--- config.mk ---
export PLATFORM = sky130hd
export DESIGN_NAME = ordered_queue_with_positional_insert_flat
export DESIGN_NICKNAME = d
export VERILOG_FILES = /design/src/rtl/oqpi_pkg.sv /design/src/rtl/oqpi_req_if.sv /design/src/rtl/oqpi_rsp_if.sv /design/src/rtl/oqpi_cell.sv /design/src/rtl/ordered_queue_with_positional_insert.sv /design/src/flat_wrapper.sv
export SDC_FILE = /design/constraint.sdc
export NUM_CORES = 2
export LEC_CHECK = 0
export ABC_AREA = 0
export BUFFER_PORTS_ARGS = -buffer_cell sky130_fd_sc_hd__buf_2
export CORE_AREA = 2 2 334 204
export CTS_CLUSTER_DIAMETER = 30
export DETAILED_ROUTE_END_ITERATION = 16
export DIE_AREA = 0 0 336 206
export PLACE_DENSITY_LB_ADDON = 0.08
export SLEW_MARGIN = 25
export SYNTH_ARGS = -nofsm -noshare
export SYNTH_HDL_FRONTEND = slang
export SYNTH_HIERARCHICAL = 1
export SYNTH_SLANG_ARGS = --single-unit
--- constraint.sdc ---
create_clock -name clk -period 6.82 [get_ports clk]
set_input_delay 0.341 -clock clk [delete_from_list [all_inputs] [get_ports clk]]
set_output_delay 0.341 -clock clk [all_outputs]
set_load 0.05 [all_outputs]
--- src/rtl/oqpi_pkg.sv ---
// ----------------------------------------------------------------------------
// oqpi_pkg
// Shared types and constants for the ordered point queue with positional
// insert: request and status codes, cell control and default sizes.
// ----------------------------------------------------------------------------
package oqpi_pkg;

  // default sizes
  localparam int DepthDefault      = 16;
  localparam int CoordWidthDefault = 16;

  // fixed field widths of the channels
  localparam int FieldWidth    = 16;
  localparam int ReqWidth      = 2;
  localparam int PosWidth      = 5;
  localparam int CountOutWidth = 5;
  localparam int StatusWidth   = 2;

  // request codes
  typedef enum logic [ReqWidth-1:0] {
    ReqAppend = 2'd0,
    ReqInsert = 2'd1,
    ReqRemove = 2'd2,
    ReqSearch = 2'd3
  } req_kind_t;

  // result status codes
  typedef enum logic [StatusWidth-1:0] {
    StOk    = 2'd0,
    StEmpty = 2'd1,
    StRange = 2'd2,
    StFull  = 2'd3
  } status_t;

  // operation broadcast to every cell
  typedef enum logic [1:0] {
    CellHold   = 2'd0,
    CellInsert = 2'd1,
    CellRemove = 2'd2,
    CellSearch = 2'd3
  } cell_op_t;

  typedef struct packed {
    logic     en;
    cell_op_t op;
  } cell_ctrl_t;

endpackage

--- src/rtl/oqpi_req_if.sv ---
// ----------------------------------------------------------------------------
// oqpi_req_if
// Request channel: valid/ready handshake with the request payload.
// ----------------------------------------------------------------------------
interface oqpi_req_if import oqpi_pkg::*; ();

  logic                         valid;
  logic                         ready;
  logic [ReqWidth-1:0]          req_type;
  logic [PosWidth-1:0]          position;
  logic signed [FieldWidth-1:0] item_x;
  logic signed [FieldWidth-1:0] item_y;

  modport source (output valid, req_type, position, item_x, item_y, input ready);
  modport sink (input valid, req_type, position, item_x, item_y, output ready);

endinterface

--- src/rtl/oqpi_rsp_if.sv ---
// ----------------------------------------------------------------------------
// oqpi_rsp_if
// Response channel: valid/ready handshake with the result payload.
// ----------------------------------------------------------------------------
interface oqpi_rsp_if import oqpi_pkg::*; ();

  logic                         valid;
  logic                         ready;
  logic signed [FieldWidth-1:0] head_x;
  logic signed [FieldWidth-1:0] head_y;
  logic                         found;
  logic [CountOutWidth-1:0]     entry_count;
  logic [StatusWidth-1:0]       status;

  modport source (output valid, head_x, head_y, found, entry_count, status,
                  input ready);
  modport sink (input valid, head_x, head_y, found, entry_count, status,
                output ready);

endinterface

--- src/rtl/oqpi_cell.sv ---
// ----------------------------------------------------------------------------
// oqpi_cell
// One queue slot: holds a point, takes its left neighbor on insert behind
// the insert position, its right neighbor on remove, and compares on search.
// ----------------------------------------------------------------------------
module oqpi_cell import oqpi_pkg::*; #(
  parameter int DEPTH       = DepthDefault,
  parameter int COORD_WIDTH = CoordWidthDefault,
  parameter int IDX         = 0
) (
  input  logic                             clk,
  input  cell_ctrl_t                       ctrl,
  input  logic [$clog2(DEPTH+1)-1:0]       pos,
  input  logic [$clog2(DEPTH+1)-1:0]       count,
  input  logic [2*COORD_WIDTH-1:0]         new_data,
  input  logic [2*COORD_WIDTH-1:0]         left_data,
  input  logic [2*COORD_WIDTH-1:0]         right_data,
  output logic [2*COORD_WIDTH-1:0]         data,
  output logic                             hit
);

  localparam int CntW = $clog2(DEPTH+1);
  localparam logic [CntW-1:0] MyIdx = CntW'(IDX);

  // slot contents
  always_ff @(posedge clk) begin
    if (ctrl.en) begin
      case (ctrl.op)
        CellInsert: begin
          if (pos == MyIdx) begin
            data <= new_data;
          end else if (pos < MyIdx) begin
            data <= left_data;
          end
        end
        CellRemove: data <= right_data;
        default: ;
      endcase
    end
  end

  // search compare, only slots below the count take part
  always_ff @(posedge clk) begin
    if (ctrl.en) begin
      hit <= (ctrl.op == CellSearch) && (MyIdx < count) && (data == new_data);
    end
  end

endmodule

--- src/rtl/ordered_queue_with_positional_insert.sv ---
// ----------------------------------------------------------------------------
// ordered_queue_with_positional_insert
// Ordered queue of signed (x, y) points built as a chain of slot cells:
// append, insert at position, remove head and search, one result per beat.
//
//   channel | dir | payload
//   --------+-----+-------------------------------------------------
//   req     | in  | req_type, position, item_x, item_y
//   rsp     | out | head_x, head_y, found, entry_count, status
//
// One request is taken per cycle while req.ready is high; every slot shifts
// or compares in the cycle the request beat is taken. The result then leaves
// through a result stage (alongside which the per-slot hits are registered)
// and the output register, where the hits are reduced. rst clears the count
// and both stages; slot contents are not cleared. req.ready drops only while
// the result stage is full and the output register is held by rsp.ready low.
// ----------------------------------------------------------------------------
module ordered_queue_with_positional_insert import oqpi_pkg::*; #(
  parameter int DEPTH       = DepthDefault,
  parameter int COORD_WIDTH = CoordWidthDefault
) (
  input  logic        clk,
  input  logic        rst,
  oqpi_req_if.sink    req,
  oqpi_rsp_if.source  rsp
);

  localparam int CntW  = $clog2(DEPTH+1);
  localparam int DataW = 2*COORD_WIDTH;
  localparam int CmpW  = (CntW > PosWidth) ? CntW : PosWidth;

  logic [CntW-1:0]             count;
  logic [CntW-1:0]             count_next;
  logic                        accept;
  logic                        full;
  logic [COORD_WIDTH-1:0]      key_x;
  logic [COORD_WIDTH-1:0]      key_y;
  logic [DataW-1:0]            new_data;
  logic [DataW-1:0]            cell_data [DEPTH];
  logic [DEPTH-1:0]            hits;
  logic [CntW-1:0]             cell_pos;
  cell_op_t                    cell_op;
  cell_ctrl_t                  cell_ctrl;
  status_t                     status_now;
  logic [FieldWidth-1:0]       hx_now;
  logic [FieldWidth-1:0]       hy_now;

  logic                        pend_valid;
  logic                        pend_search;
  logic [FieldWidth-1:0]       pend_hx;
  logic [FieldWidth-1:0]       pend_hy;
  logic [CountOutWidth-1:0]    pend_count;
  status_t                     pend_status;
  logic                        pend_adv;

  logic                        out_valid;
  logic [FieldWidth-1:0]       out_hx;
  logic [FieldWidth-1:0]       out_hy;
  logic                        out_found;
  logic [CountOutWidth-1:0]    out_count;
  status_t                     out_status;

  // handshake
  assign pend_adv  = pend_valid && (!out_valid || rsp.ready);
  assign req.ready = !pend_valid || pend_adv;
  assign accept    = req.valid && req.ready;
  assign full      = (count == CntW'(DEPTH));

  // sign-extend the 16-bit inputs, keep the low COORD_WIDTH bits
  always_comb begin
    for (int i = 0; i < COORD_WIDTH; i++) begin
      key_x[i] = (i < FieldWidth) ? req.item_x[i] : req.item_x[FieldWidth-1];
      key_y[i] = (i < FieldWidth) ? req.item_y[i] : req.item_y[FieldWidth-1];
    end
  end
  assign new_data = {key_x, key_y};

  // request decode: status, cell operation and new count
  always_comb begin
    status_now = StOk;
    cell_op    = CellHold;
    count_next = count;
    cell_pos   = count;
    case (req_kind_t'(req.req_type))
      ReqAppend: begin
        if (full) begin
          status_now = StFull;
        end else begin
          cell_op    = CellInsert;
          count_next = count + CntW'(1);
        end
      end
      ReqInsert: begin
        if (CmpW'(req.position) > CmpW'(count)) begin
          status_now = StRange;
        end else if (full) begin
          status_now = StFull;
        end else begin
          cell_op    = CellInsert;
          cell_pos   = CntW'(req.position);
          count_next = count + CntW'(1);
        end
      end
      ReqRemove: begin
        if (count == '0) begin
          status_now = StEmpty;
        end else begin
          cell_op    = CellRemove;
          count_next = count - CntW'(1);
        end
      end
      default: cell_op = CellSearch;
    endcase
  end

  assign cell_ctrl.en = accept;
  assign cell_ctrl.op = cell_op;

  // head value, sign-extended from COORD_WIDTH to the 16-bit field, zero unless a remove is carried out
  always_comb begin
    for (int i = 0; i < FieldWidth; i++) begin
      hx_now[i] = (i < COORD_WIDTH) ? cell_data[0][COORD_WIDTH + i]
                                    : cell_data[0][DataW-1];
      hy_now[i] = (i < COORD_WIDTH) ? cell_data[0][i]
                                    : cell_data[0][COORD_WIDTH-1];
    end
    if (cell_op != CellRemove) begin
      hx_now = '0;
      hy_now = '0;
    end
  end

  // slot chain
  for (genvar g = 0; g < DEPTH; g++) begin : g_cell
    logic [DataW-1:0] left_data;
    logic [DataW-1:0] right_data;
    if (g == 0) begin : g_first
      assign left_data = new_data;
    end else begin : g_mid_left
      assign left_data = cell_data[g-1];
    end
    if (g == DEPTH-1) begin : g_last
      assign right_data = '0;
    end else begin : g_mid_right
      assign right_data = cell_data[g+1];
    end
    oqpi_cell #(
      .DEPTH       (DEPTH),
      .COORD_WIDTH (COORD_WIDTH),
      .IDX         (g)
    ) u_cell (
      .clk        (clk),
      .ctrl       (cell_ctrl),
      .pos        (cell_pos),
      .count      (count),
      .new_data   (new_data),
      .left_data  (left_data),
      .right_data (right_data),
      .data       (cell_data[g]),
      .hit        (hits[g])
    );
  end

  // entry count
  always_ff @(posedge clk) begin
    if (rst) begin
      count <= '0;
    end else if (accept) begin
      count <= count_next;
    end
  end

  // result stage
  always_ff @(posedge clk) begin
    if (rst) begin
      pend_valid <= 1'b0;
    end else if (accept) begin
      pend_valid <= 1'b1;
    end else if (pend_adv) begin
      pend_valid <= 1'b0;
    end
  end

  always_ff @(posedge clk) begin
    if (accept) begin
      pend_search <= (cell_op == CellSearch);
      pend_hx     <= hx_now;
      pend_hy     <= hy_now;
      pend_count  <= CountOutWidth'(count_next);
      pend_status <= status_now;
    end
  end

  // output register
  always_ff @(posedge clk) begin
    if (rst) begin
      out_valid <= 1'b0;
    end else if (pend_adv) begin
      out_valid <= 1'b1;
    end else if (rsp.ready) begin
      out_valid <= 1'b0;
    end
  end

  always_ff @(posedge clk) begin
    if (pend_adv) begin
      out_hx     <= pend_hx;
      out_hy     <= pend_hy;
      out_found  <= pend_search && (|hits);
      out_count  <= pend_count;
      out_status <= pend_status;
    end
  end

  assign rsp.valid       = out_valid;
  assign rsp.head_x      = out_hx;
  assign rsp.head_y      = out_hy;
  assign rsp.found       = out_found;
  assign rsp.entry_count = out_count;
  assign rsp.status      = out_status;

`ifndef NO_ASSERTIONS
  // count never goes past the number of slots
  a_count_range: assert property (@(posedge clk) disable iff (rst)
    count <= CntW'(DEPTH))
    else $error("entry count beyond depth");

  // a remove from a non-empty queue drops the count by one
  a_remove_dec: assert property (@(posedge clk) disable iff (rst)
    accept && (req.req_type == ReqRemove) && (count != '0)
    |=> count == $past(count) - CntW'(1))
    else $error("remove did not decrement count");

  // a failed remove returns a zero head
  a_empty_head: assert property (@(posedge clk) disable iff (rst)
    rsp.valid && (rsp.status == StEmpty) |-> (rsp.head_x == '0) && (rsp.head_y == '0))
    else $error("nonzero head on empty remove");

  // a held result stage blocks new requests
  a_stall: assert property (@(posedge clk) disable iff (rst)
    pend_valid && !pend_adv |-> !req.ready)
    else $error("request taken while result stage is stuck");
`endif

endmodule

--- src/flat_wrapper.sv ---
// flat-port wrapper written by rule: the top's interface ports become plain ports
module ordered_queue_with_positional_insert_flat import oqpi_pkg::*;
#(
  parameter int DEPTH       = DepthDefault,
  parameter int COORD_WIDTH = CoordWidthDefault
)
  (clk, rst, req_valid, req_req_type, req_position, req_item_x, req_item_y, req_ready, rsp_valid, rsp_head_x, rsp_head_y, rsp_found, rsp_entry_count, rsp_status, rsp_ready);
  oqpi_req_if req_i ();
  oqpi_rsp_if rsp_i ();
  input  logic clk;
  input  logic rst;
  input wire logic [$bits(req_i.valid)-1:0] req_valid;
  input wire logic [$bits(req_i.req_type)-1:0] req_req_type;
  input wire logic [$bits(req_i.position)-1:0] req_position;
  input wire logic [$bits(req_i.item_x)-1:0] req_item_x;
  input wire logic [$bits(req_i.item_y)-1:0] req_item_y;
  output wire logic [$bits(req_i.ready)-1:0] req_ready;
  output wire logic [$bits(rsp_i.valid)-1:0] rsp_valid;
  output wire logic [$bits(rsp_i.head_x)-1:0] rsp_head_x;
  output wire logic [$bits(rsp_i.head_y)-1:0] rsp_head_y;
  output wire logic [$bits(rsp_i.found)-1:0] rsp_found;
  output wire logic [$bits(rsp_i.entry_count)-1:0] rsp_entry_count;
  output wire logic [$bits(rsp_i.status)-1:0] rsp_status;
  input wire logic [$bits(rsp_i.ready)-1:0] rsp_ready;
  assign req_i.valid = req_valid;
  assign req_i.req_type = req_req_type;
  assign req_i.position = req_position;
  assign req_i.item_x = req_item_x;
  assign req_i.item_y = req_item_y;
  assign req_ready = req_i.ready;
  assign rsp_valid = rsp_i.valid;
  assign rsp_head_x = rsp_i.head_x;
  assign rsp_head_y = rsp_i.head_y;
  assign rsp_found = rsp_i.found;
  assign rsp_entry_count = rsp_i.entry_count;
  assign rsp_status = rsp_i.status;
  assign rsp_i.ready = rsp_ready;
  ordered_queue_with_positional_insert #(.DEPTH(DEPTH), .COORD_WIDTH(COORD_WIDTH)) u_core (.clk(clk), .rst(rst), .req(req_i), .rsp(rsp_i));
endmodule
# --- Yosys cells after proc, flatten, opt, wreduce, memory -nomap -nowiden ---
# Cells that the tools add are included.
word_totals:
  register_bits: 615
  wordCells: 263
  out_inout_bits: 42
classes:
  add_sub_neg: 2
  muxes: 67
  reduce_logical: 62
  eq_ne: 54
  order_cmp: 33
op_table:
  columns: ["operator", "n"]
  rows:
  - ["$mux 32", 32]
  - ["$pmux 32 s2", 16]
  - ["$eq 32x32->1", 16]
  - ["$ne 3x3->1 const B", 16]
  - ["$reduce_and 3->1", 16]
  - ["$eq 5x4->1 const B", 8]
  - ["$lt 4x5->1 const A", 8]
  - ["$lt 5x4->1 const B", 8]
  - ["$logic_and 1x1->1", 35]
  - ["$mux 5", 6]
  - ["$eq 5x3->1 const B", 4]
  - ["$lt 3x5->1 const A", 4]
  - ["$lt 5x3->1 const B", 4]
  - ["$reduce_or 16->1", 1]
  - ["$pmux 5 s3", 1]
  - ["$pmux 2 s3", 2]
  - ["$eq 5x2->1 const B", 2]
  - ["$logic_not 5->1", 2]
  - ["$lt 1x5->1 const A", 2]
  - ["$lt 2x5->1 const A", 2]
  - ["$lt 5x1->1 const B", 2]
  - ["$lt 5x2->1 const B", 2]
  - ["$mux 1", 7]
  - ["$eq 2x2->1 const B", 3]
  - ["other kinds (12)", 19]

# --- Depth between registers and ports, before layout ---
logic_depth:
  ltp_word: 8
  depth_mapped: 14
  mapped_depth_nobuf: 11

# --- Cells and area by module ---
# The synthesis kept the hierarchy.
modules_own_cells:
  columns: ["mod", "n_inst", "cells_per_inst", "area_per_inst_um2", "seq_area_each_um2"]
  rows:
  - ["ordered_queue_with_positional_insert", 1, 244, 3584.7, 2542.4]
  - ["oqpi_cell at u_core.g_cell[13].u_cell", 1, 191, 2157.1, 991.0]
  - ["oqpi_cell at u_core.g_cell[14].u_cell", 1, 192, 2153.3, 991.0]
  - ["oqpi_cell at u_core.g_cell[8].u_cell", 1, 191, 2115.8, 991.0]
  - ["oqpi_cell at u_core.g_cell[12].u_cell", 1, 191, 2108.3, 991.0]
  - ["oqpi_cell at u_core.g_cell[2].u_cell", 1, 191, 2102.0, 991.0]
  - ["oqpi_cell at u_core.g_cell[6].u_cell", 1, 190, 2102.0, 991.0]
  - ["oqpi_cell at u_core.g_cell[5].u_cell", 1, 191, 2095.8, 991.0]
  - ["oqpi_cell at u_core.g_cell[9].u_cell", 1, 192, 2094.5, 991.0]
  - ["oqpi_cell at u_core.g_cell[10].u_cell", 1, 193, 2083.2, 991.0]
  - ["oqpi_cell at u_core.g_cell[3].u_cell", 1, 190, 2079.5, 991.0]
  - ["oqpi_cell at u_core.g_cell[11].u_cell", 1, 191, 2077.0, 991.0]
  - ["oqpi_cell at u_core.g_cell[4].u_cell", 1, 193, 2070.7, 991.0]
  - ["oqpi_cell at u_core.g_cell[1].u_cell", 1, 189, 2067.0, 991.0]
  - ["3 more rows", null, null, null, null]

# --- Worst setup path after synthesis ---
# No wires, ideal clock.
synth_timing:
  path_kind: "reg2reg"
  startpoint: "register u_core.count[4]"
  endpoint: "register u_core.g_cell[0].u_cell.data[0] (enable)"
  t_arrival_ns: 5.959
  n_path_buf: 0
  path_stages_with_launch: 10
  required_time_ns: 6.350
  slack_ns: 0.390
  setup_time_ns: 0.470
  cell_sequence: "dfxtp_1 inv_1 ha_1 a21oi_2 and2b_2 a21oi_2 o21ai_1 nor3b_1 nand2_1 a21boi_0"
synth_via:
  elab_chain_cells: 7
synth_rtl:
  columns: ["element", "line", "rtl"]
  rows:
  - ["start, declared", "ordered_queue_with_positional_insert.sv:32", "logic [CntW-1:0] count;"]
  - ["start signal, assigned", "ordered_queue_with_positional_insert.sv:169", "count <= count_next;"]
  - ["branches (longest 3 deep; another with $gt 5x5->1)", null, null]
  - ["$pmux 2 s3 (*)", "ordered_queue_with_positional_insert.sv:84", "case (req_kind_t'(req.req_type))"]
  - ["via u_core.cell_op[0]", "ordered_queue_with_positional_insert.sv:42", "cell_op_t cell_op;"]
  - ["$eq 2x1->1 / $eq 2x2->1 (equally long branches)", "oqpi_cell.sv:28", "case (ctrl.op)"]
  - ["$ne 3x3->1 (no source line) / $reduce_bool 2->1 (equally long branches)", null, null]
  - ["$reduce_and 3->1 (no source line) (*)", null, null]
  - ["end signal, assigned", "oqpi_cell.sv:31", "data <= new_data;"]
  - ["end signal, assigned", "oqpi_cell.sv:33", "data <= left_data;"]
  - ["end signal, assigned", "oqpi_cell.sv:36", "CellRemove: data <= right_data;"]
  - ["end, declared", "oqpi_cell.sv:18", "output logic [2*COORD_WIDTH-1:0] data,"]
# Mark *: on every way through the listed nets, which the timed path passes.
# A chain may end at the register's enable or synchronous reset.

# --- Worst setup path in the final report ---
layout_timing:
  startpoint: "register u_core.count[3]"
  endpoint: "register u_core.g_cell[8].u_cell.data[2] (enable)"
layout_via:
  elab_chain_cells: 7
layout_rtl:
  columns: ["element", "line", "rtl"]
  rows:
  - ["branches (longest 2 deep; another with $gt 5x5->1)", null, null]
  - ["$mux 5 (*)", "ordered_queue_with_positional_insert.sv:94", "if (CmpW'(req.position) > CmpW'(count)) begin"]
  - ["$mux 5 (*)", "ordered_queue_with_positional_insert.sv:84", null]
  - ["via u_core.cell_pos[1]", "ordered_queue_with_positional_insert.sv:41", "logic [CntW-1:0] cell_pos;"]
  - ["$lt 5x4->1 / $eq 5x4->1 (equally long branches)", "oqpi_cell.sv:32, oqpi_cell.sv:30", null]
  - ["$ne 3x3->1 (no source line) (*)", null, null]
  - ["$reduce_and 3->1 (no source line) (*)", null, null]
  - ["end signal, assigned", "oqpi_cell.sv:31", null]
  - ["end signal, assigned", "oqpi_cell.sv:33", null]
  - ["end signal, assigned", "oqpi_cell.sv:36", null]
  - ["end, declared", "oqpi_cell.sv:18", null]
# Marked as above.

==> results.json <==
{
  "status": "finished clean",
  "clk_root_buffer_cell": "sky130_fd_sc_hd__clkbuf_16",
  "worst_path_most_repeated_cell": "sky130_fd_sc_hd__buf_4",
  "cap_violations": 0,
  "worstPathMaxFanout": 33,
  "maxSlewViolCount": 0,
  "cp_slowest_stage_delay_ns": 0.49,
  "finalCriticalPeriod_ns": 4.59,
  "totalWireLength_um": 129000,
  "fmaxAchievable_ghz": 0.218,
  "io_buffers": 84,
  "setup_viol_count_final": 0,
  "timing.critical_path.slowest_stage_cell": "sky130_fd_sc_hd__mux2_1",
  "post_synthesis_share_of_cell_area_spent_on_xor_and_xnor_gates_pct": 12.2,
  "grt_start_max_net_pins": 66,
  "fin_worst_skew_ns": 0.0195,
  "fp.dieArea_sq_um": 69200,
  "timing.critical_path.max_delay_family": "buffers and inverters",
  "largest_family_of_logic_cells_by_synthesized_area": "multiplexers",
  "clkSinkCount": 615,
  "firstDrtPassIters": 6,
  "synth_adder_area_share_pct": 0.238,
  "area_fraction_in_compound_gates_after_synthesis_pct": 8.82,
  "tritoncts.num_buffers": 115,
  "ys_top_cells_by_area": "sky130_fd_sc_hd__edfxtp_1, sky130_fd_sc_hd__mux2i_1, sky130_fd_sc_hd__xor2_1",
  "cts_max_path_buffers": 3,
  "timing.setup.tns_ns": 0,
  "routed_via_density": 6.41,
  "worst_pin_slew_ns": 1.14,
  "synth_seq_cells": 615,
  "count_of_h_tree_levels_built_during_cts": 3,
  "pin_count": 85,
  "cts_tree": "done",
  "chipWidth_um": 336,
  "timing.critical_path.to_type": "register",
  "grt_pass1_wl_um": 185000,
  "power.density_cell_area_nw_per_um2": 313,
  "gr-usage-all-layers_pct": 36.8,
  "final_cycle_share_pct": 67.4,
  "area_share_of_the_largest_cell_type_after_synthesis_pct": 49.6,
  "static_leakage_nw": 15.8,
  "nets": 3438,
  "routabilityCongestion": 0.994,
  "via_count": 28214,
  "hold-worst-slack_ns": 0.196,
  "clock_power_share_pct": 46.1,
  "placement_rows": 74,
  "critPathRequiredTime_ns": 7.12,
  "path_buf_inv": 5,
  "hpwl_um": 90000,
  "timing.hold.worst.class": "in -> reg",
  "vdd_ir_drop_max_mv": 0.215,
  "grt_pass1_vias": 26988,
  "filler_cell_count": 5193,
  "drc_errors_left": 0,
  "internal_power_mw": 9.51,
  "initial_core_util_pct": 55.1,
  "synth_area_per_cell_sq_um": 11.4,
  "power.switching_mw": 3.78,
  "synth_cells": 3225,
  "grt_remaining_overflow": 0,
  "synth_top_area_cell": "sky130_fd_sc_hd__edfxtp_1",
  "hold_violations": 0,
  "count_of_flip_flops_with_a_built_in_enable_after_synthesis": 608,
  "placedCellCount": 4177,
  "worst_path_arrival_ns": 4.90,
  "clock_insertion_delay_worst_skew_ns": 0.67,
  "area_growth_pct": 15.3,
  "synthesis.yosys.warnings": 6,
  "worst_setup_path_start_kind": "register",
  "final_instance_count_without_filler_cells": 4399,
  "path_cells": "buf_4 > inv_1 > ha_1 > nand2_1 > a211o_4 > a21oi_2 > nor3_2 > mux2_1 > buf_4 > nor4_4 > buf_4 > o211a_1 > o21a_1 > buf_4",
  "clkTransAtPathRegs_ns": 0.05,
  "die_height_um": 206,
  "dr.first_iter.drc_count": 4257,
  "rsz0062_at_grt": "no",
  "synth_seq_area_share_pct": 50.0,
  "crit_type": "reg -> reg",
  "synth_ff_type": "sky130_fd_sc_hd__edfxtp_1",
  "post_synth_mux_area_share_pct": 14.1,
  "drive_above_1_share_pct": 15.0,
  "synth_simple_gate_area_share_pct": 11.2,
  "p_seq_share_pct": 39.1,
  "ys_types": 84,
  "antenna_violating_nets_post_route": 0,
  "slew-limit-headroom_pct": 23.6,
  "initial_antenna_violation_count": 5,
  "switching_share_of_total_power_pct": 28.4,
  "wl_per_cell_um": 29.3,
  "mappedNetlistArea_sq_um": 36800,
  "combinational_group_share_of_total_power_pct": 14.8,
  "core_area_sq_um": 66800,
  "asyncSetResetFlopFracSynth_pct": 0
}
==> kinds of logic (layout without fill, tap and decap cells) <==
logic type	after synthesis	count (layout)
AO/OA/AOI/OAI	568	568
XOR/XNOR	514	514
adder cells (fa/ha/maj)	7	7
buffers and inverters	178	407
flip-flops	615	615
multiplexers	515	515
other	1	34
AND/OR/NAND/NOR	827	827
==> area by class of cell <==
| cell class | count | area (sq um) | area share [%] |
|---|---|---|---|
| sequential | 615 | 18400 | 43.4 |
| multi-input combinational | 2463 | 17500 | 41.2 |
| timing repair buffer | 179 | 1190 | 2.80 |
| clock inverter | 84 | 1120 | 2.65 |
| tap | 912 | 1140 | 2.69 |
| clock buffer | 130 | 3020 | 7.12 |
| inverter | 14 | 52.6 | 0.124 |
| antenna | 2 | 5.00 | 0.0118 |
==> state kept, by name (all words and copies together) (netlist names), 2 cells and up <==
signal,flops
u_core/g_cell.u_cell/data,512
u_core/g_cell.u_cell/hit,16
u_core/pend_hx,16
u_core/pend_hy,16
u_core/rsp.head_x,16
u_core/rsp.head_y,16
u_core/count,5
u_core/pend_count,5
u_core/rsp.entry_count,5
u_core/pend_status,2
u_core/rsp.status,2
==> layer usage <==
| metal | share of wire [%] | GRT usage [%] | vias up | wire [um] |
|---|---|---|---|---|
| met5 | 0.046 | 0.496 | - | 60 |
| li1 | - | - | 12178 | - |
| met2 | 37 | 45.3 | 2014 | 47700 |
| met3 | 17 | 16.8 | 178 | 22200 |
| met1 | 44 | 57.2 | 13840 | 56800 |
| met4 | 1.7 | 7.85 | 4 | 2260 |
==> power groups by stage <==
stage          combinational (mW)  clock (mW)  sequential (mW)
4_1_cts                      1.91        6.17             5.16
3_5_place_dp                 1.89           0             5.23
5_1_grt                      2.10        6.34             5.21
3_3_place_gp                 1.84           0             5.22
6_report                     1.97        6.12             5.20
2_1_floorplan                1.26           0             5.04
==> stage by stage <==
stage	setup WS (ns)	utilization (%)	instance area [sq um]	total power, mW
2_1_floorplan	0.390	-	36900	6.30
5_1_grt	1.95	63.5	42400	13.6
3_5_place_dp	2.30	57.2	38200	7.12
4_1_cts	2.27	63.4	42300	13.2
3_3_place_gp	2.37	57.1	38100	7.06
6_report	2.23	63.5	42400	13.3
==> placed cells by master (no fill, tap or decap), types with 13 or more instances in the layout <==
| cell | Yosys | final |
|---|---|---|
| sky130_fd_sc_hd__nand2_1 | 500 | 499 |
| sky130_fd_sc_hd__buf_2 | 39 | 84 |
| sky130_fd_sc_hd__clkinv_1 | 0 | 15 |
| sky130_fd_sc_hd__and2_1 | 32 | 32 |
| sky130_fd_sc_hd__mux2_2 | 32 | 32 |
| sky130_fd_sc_hd__o21ai_2 | 48 | 50 |
| sky130_fd_sc_hd__o21ai_0 | 132 | 132 |
| sky130_fd_sc_hd__nand4_1 | 52 | 52 |
| sky130_fd_sc_hd__nor2_1 | 22 | 21 |
| sky130_fd_sc_hd__xor2_1 | 381 | 381 |
| sky130_fd_sc_hd__nor4_1 | 97 | 96 |
| sky130_fd_sc_hd__conb_1 | 1 | 32 |
| sky130_fd_sc_hd__edfxtp_1 | 608 | 608 |
| sky130_fd_sc_hd__nor2b_4 | 0 | 15 |
| sky130_fd_sc_hd__nand3_1 | 22 | 22 |
| sky130_fd_sc_hd__clkbuf_16 | 0 | 119 |
| sky130_fd_sc_hd__xnor2_1 | 133 | 133 |
| sky130_fd_sc_hd__o21ai_1 | 314 | 311 |
| sky130_fd_sc_hd__nor3_1 | 16 | 16 |
| sky130_fd_sc_hd__clkinv_2 | 0 | 17 |
| sky130_fd_sc_hd__bufinv_16 | 0 | 25 |
| sky130_fd_sc_hd__inv_1 | 14 | 13 |
| sky130_fd_sc_hd__clkinvlp_4 | 0 | 13 |
| sky130_fd_sc_hd__buf_4 | 8 | 87 |
| sky130_fd_sc_hd__mux2i_1 | 482 | 481 |
==> cell usage after synthesis, types with 27 or more instances <==
cell	instances
sky130_fd_sc_hd__edfxtp_1	608
sky130_fd_sc_hd__buf_2	39
sky130_fd_sc_hd__o21ai_0	132
sky130_fd_sc_hd__buf_6	27
sky130_fd_sc_hd__o21ai_1	314
sky130_fd_sc_hd__xor2_1	381
sky130_fd_sc_hd__nand2_1	500
sky130_fd_sc_hd__o21ai_2	48
sky130_fd_sc_hd__mux2_2	32
sky130_fd_sc_hd__clkbuf_1	62
sky130_fd_sc_hd__nor4_1	97
sky130_fd_sc_hd__mux2i_1	482
sky130_fd_sc_hd__and2_1	32
sky130_fd_sc_hd__xnor2_1	133
sky130_fd_sc_hd__nand4_1	52
==> worst paths after layout <==
kind / startpoint / endpoint / slack (ns) / cells past startpoint
worst min register to register: u_core/pend_count[1] / u_core/rsp.entry_count[1] / 0.41 / 0
worst min-delay path: req_req_type[1] / u_core/pend_status[1] / 0.20 / 2
worst max-delay path: u_core/count[3] / u_core/g_cell[8].u_cell/data[2] / 2.23 / 14
worst max register to register: u_core/count[3] / u_core/g_cell[8].u_cell/data[2] / 2.23 / 14
==> what timing repair did <==
item                                    CTS  global route
gates resized for setup                   0             0
setup buffers                             0             0
hold buffers                              4             0
endpoints found under the hold margin     5             0
endpoints found under the setup margin    0             0
Note: power is estimated with default switching activity, not from simulation.
